$ cat src/rtl/pbook_ram.sv
// Generic simple dual port RAM with registered read.
`timescale 1ns / 1ps
`default_nettype none
module pbook_ram #(
  parameter int WIDTH = 8,
  parameter int DEPTH = 16
) (
  input  wire logic                     clk,
  input  wire logic                     we,
  input  wire logic [$clog2(DEPTH)-1:0] waddr,
  input  wire logic [WIDTH-1:0]         wdata,
  input  wire logic [$clog2(DEPTH)-1:0] raddr,
  output logic      [WIDTH-1:0]         rdata
);
  logic [WIDTH-1:0] mem [DEPTH];

  always_ff @(posedge clk) begin
    if (we) begin
      mem[waddr] <= wdata;
    end
    rdata <= mem[raddr];
  end
endmodule
`default_nettype wire

$ cat config.mk
export PLATFORM = sky130hd
export DESIGN_NAME = pbook_ram
export DESIGN_NICKNAME = d
export VERILOG_FILES = /design/src/rtl/pbook_ram.sv
export SDC_FILE = /design/constraint.sdc
export NUM_CORES = 1
export LEC_CHECK = 0
export BUFFER_PORTS_ARGS = -buffer_cell sky130_fd_sc_hd__buf_2
export CAP_MARGIN = 20
export CORE_MARGIN = 4
export CORE_UTILIZATION = 40
export DETAILED_ROUTE_END_ITERATION = 8
export PLACE_DENSITY = 0.6
export SYNTH_ARGS = -nofsm -noshare
export SYNTH_HDL_FRONTEND = slang
export SYNTH_SLANG_ARGS = --single-unit
$ cat constraint.sdc
create_clock -name clk -period 1.39 [get_ports clk]
set_input_delay 0 -clock clk [delete_from_list [all_inputs] [get_ports clk]]
set_output_delay 0 -clock clk [all_outputs]
set_load 0.02 [all_outputs]
-- Word-level counts from Yosys, hierarchy flattened
Memories as Yosys holds them, arrays and structs flattened. A register that Yosys moved wholly into a read port is not among the register bits.
Cells that the tools add are included.
Widths: inputs -> output; s select.
- multiplexer cells: 2
- operators with widths (kind ; count):
    $mux 1 ; 2
- register bits: 0
- RAM bits: 128
- input bits: 18
- logic and storage cells: 3
- memories: 1
- memories (memory ; depth ; bits a word ; read ports ; clocked after Yosys merged registers in ; wr ports ; line ; RTL):
    mem ; 16 ; 8 ; 1 ; 1 ; 1 ; 15 ; logic [WIDTH-1:0] mem [DEPTH];

-- Depth between registers and ports, before layout
- depth after elaboration: 2
- gate-level depth with buffers: 5
- gate-level depth less buffers: 3

-- Least setup slack after synthesis
No wires, ideal clock.
- path type: input to register
- from: in waddr[2]
- to: mem mem[0][0], enable pin
- arrival time: 1110 ps
- required time: 1007 ps
- setup slack: -103 ps
- stages: 2
- cell sequence: or3b_2 > nor3_1
- RTL lines (element ; line ; RTL):
    start: declaration ; 10 ; input wire logic [$clog2(DEPTH)-1:0] waddr,
    end: declaration ; 15 ;
No word-level cell before the write port.

==> reports/metrics.cfg <==
[detailed_routing]
drt_iter0_markers=262
wl_mm=9.66
drc=0
vias=2458
dr.pass1.iters=4
viasPerCell=5.08
wl_per_cell_um=20.0
drtAntennaViolNets=0

[cells_and_area]
final_util_pct=50.2
area_growth_pct=23.1
diodes=0
layout_common_cells=edfxtp_1 (128), buf_2 (25), buf_4 (23), mux4_2 (18), clkbuf_16 (17)
fin_nets=317
layout_commonest_cell=edfxtp_1
final_cells=484
stdcell_area_um2=6330
drive_gt1_share_pct=34.6

[die]
coreArea_um2=12600
io_pins=26
fp-row-count=41
die_x_um=121
start_util_pct=40.8
die-area_um2=14700
die_y_um=121

[critical_path]
regToRegSetupSlack_ns=0.06
rr_worst_depth=3
r2r-start=mem[2][4]
cp-end-kind=flop
worst-path-max-fanout=1
worstSetupPathType=flop to flop
r2r-end=rdata[4]
arrival_ns=1.62
start_kind=flop
cp.required_ns=1.68

[synthesis]
ys_seq_elements=136
synthDistinctLibCells=19
ys_warn_count=0
synth_nets=247
ys_seq_area_share_pct=77.8
syn_area_per_cell_um2=22.5
synth_cells=229
syn_area_um2=5150

[min_path]
hp-start=waddr[0]
min_path_cells=3
min_to=mem[0][7]
hold_path.class=input pin to flop

[outcome]
status=finished, final reports clean

[placed_design]
place_congestion=0.733
dp_cells=444
portBuffers=25
dpl_cell_area_um2=5680
dp_hpwl_mm=6.38

[sta]
setup-violations-final=0
finalCriticalPeriod_ns=1.33
timing.final.crit_share_pct=95.4
setup_tns_ns=0
skew_ns=0.00638
max_freq_mhz=754
worst_pin_slew_ns=0.902
drv_slew=0
slew_headroom_pct=39.6
hold_viol=0
grt_setup_unrepaired=false

[clock_network]
cts-root-buf=clkbuf_16
clock_latency_ns=0.41
htreeDepth=4
clk_path_buf_depth=2
cts.sinks=136
cts_tree=yes
cts_inserted_buffers=17
path_clk_slew_ns=0.06

[global_route]
grt_max_degree=25
grt_pass1_wl_mm=14.9
gr-usage-all-layers_pct=14.2
grt_overflow=0
grt_pass1_vias=2494
antenna_found_initial=0

[power_and_ir_drop]
p_per_area_nw_per_um2=1460
peakVddDrop_uv=870
leakagePower_uw=0.00217

[flow_run]
drv_cap=0

-- cell type report --
cell class                      instances  area [um^2]
Clock inverter                         14          126
Tap cell                              172          215
Multi-Input combinational cell         83         1080
Sequential cell                       136         4000
Fill cell                            1035         6280
Clock buffer                           18          429
Timing Repair Buffer                   61          478
-- power by group --
| group | switching, uW | internal [uW] |
|---|---|---|
| clock | 1660 | 2460 |
| combinational | 280 | 231 |
| sequential | 21.3 | 4580 |
-- worst max-delay path, cell delays in order, from the launching register on --
cell and delay [ns]:
edfxtp_1 0.36, mux4_2 0.49, a22oi_2 0.26, nand2_1 0.10
-- sequential cells by signal, summed over array words and instances, names as in the netlist --
| signal | flops |
|---|---|
| mem | 128 |
| rdata | 8 |
-- through the flow --
stage          hold slack, ns  total power [uW]  worst slack (ns)
5_1_grt                 0.153              9580            0.0106
3_5_place_dp            0.404              5190           -0.0825
3_3_place_gp            0.392              5180           -0.0745
6_report                0.152              9240            0.0635
4_1_cts                 0.144              9310            0.0367
2_1_floorplan          0.0989              4960             0.124
-- worst max path at each step --
stage	from	endpoint	slack [ns]	depth (start not counted)
after floorplan	waddr[2]	mem[3][0]	0.12	2
after global placement	raddr[0]	rdata[3]	-0.07	6
after detailed placement	raddr[0]	rdata[3]	-0.08	6
after CTS	mem[1][3]	rdata[3]	0.04	3
after global routing	mem[1][3]	rdata[3]	0.01	3
final	mem[2][4]	rdata[4]	0.06	3
-- layer usage --
| metal | GRT usage, % | share of wire [%] | vias up |
|---|---|---|---|
| li1 | - | - | 1117 |
| met1 | 18.4 | 44 | 1273 |
| met2 | 22.7 | 51 | 54 |
| met3 | 3.92 | 3.7 | 14 |
| met4 | 6.09 | 1.6 | 0 |
| met5 | 0 | 0 | - |
-- synth_stat cells, drive strengths merged --
| library cell | count | area [um^2] |
|---|---|---|
| edfxtp | 128 | 3840 |
| mux4 | 32 | 773 |
| a22oi | 16 | 120 |
| nor2 | 13 | 48.8 |
| nand2 | 9 | 33.8 |
| dfxtp | 8 | 160 |
| buf | 7 | 56.3 |
| nor3 | 4 | 20.0 |
| clkdlybuf4s25 | 3 | 30.0 |
| nand2b | 2 | 12.5 |
| nand3b | 2 | 15.0 |
| and2 | 1 | 6.26 |
| and2b | 1 | 7.51 |
| nand3 | 1 | 5.00 |
| nor2b | 1 | 6.26 |
| or3b | 1 | 8.76 |
-- kinds of logic (layout without fill, tap and decap cells) --
group / after synthesis / count (layout) / synth area share [%]
AO/OA/AOI/OAI: 16 / 16 / 2.33
multiplexers: 32 / 32 / 15.0
flip-flops: 136 / 136 / 77.8
buffers and inverters: 10 / 93 / 1.68
AND/OR/NAND/NOR: 35 / 35 / 3.18
-- what timing repair did --
item	in CTS	in global routing
setup endpoints to repair	1	3
hold buffers	8	0
gates resized for setup	1	3
buffers inserted	0	0
endpoints found under the hold margin	127	0
Note: power is estimated with default switching activity, not from simulation.
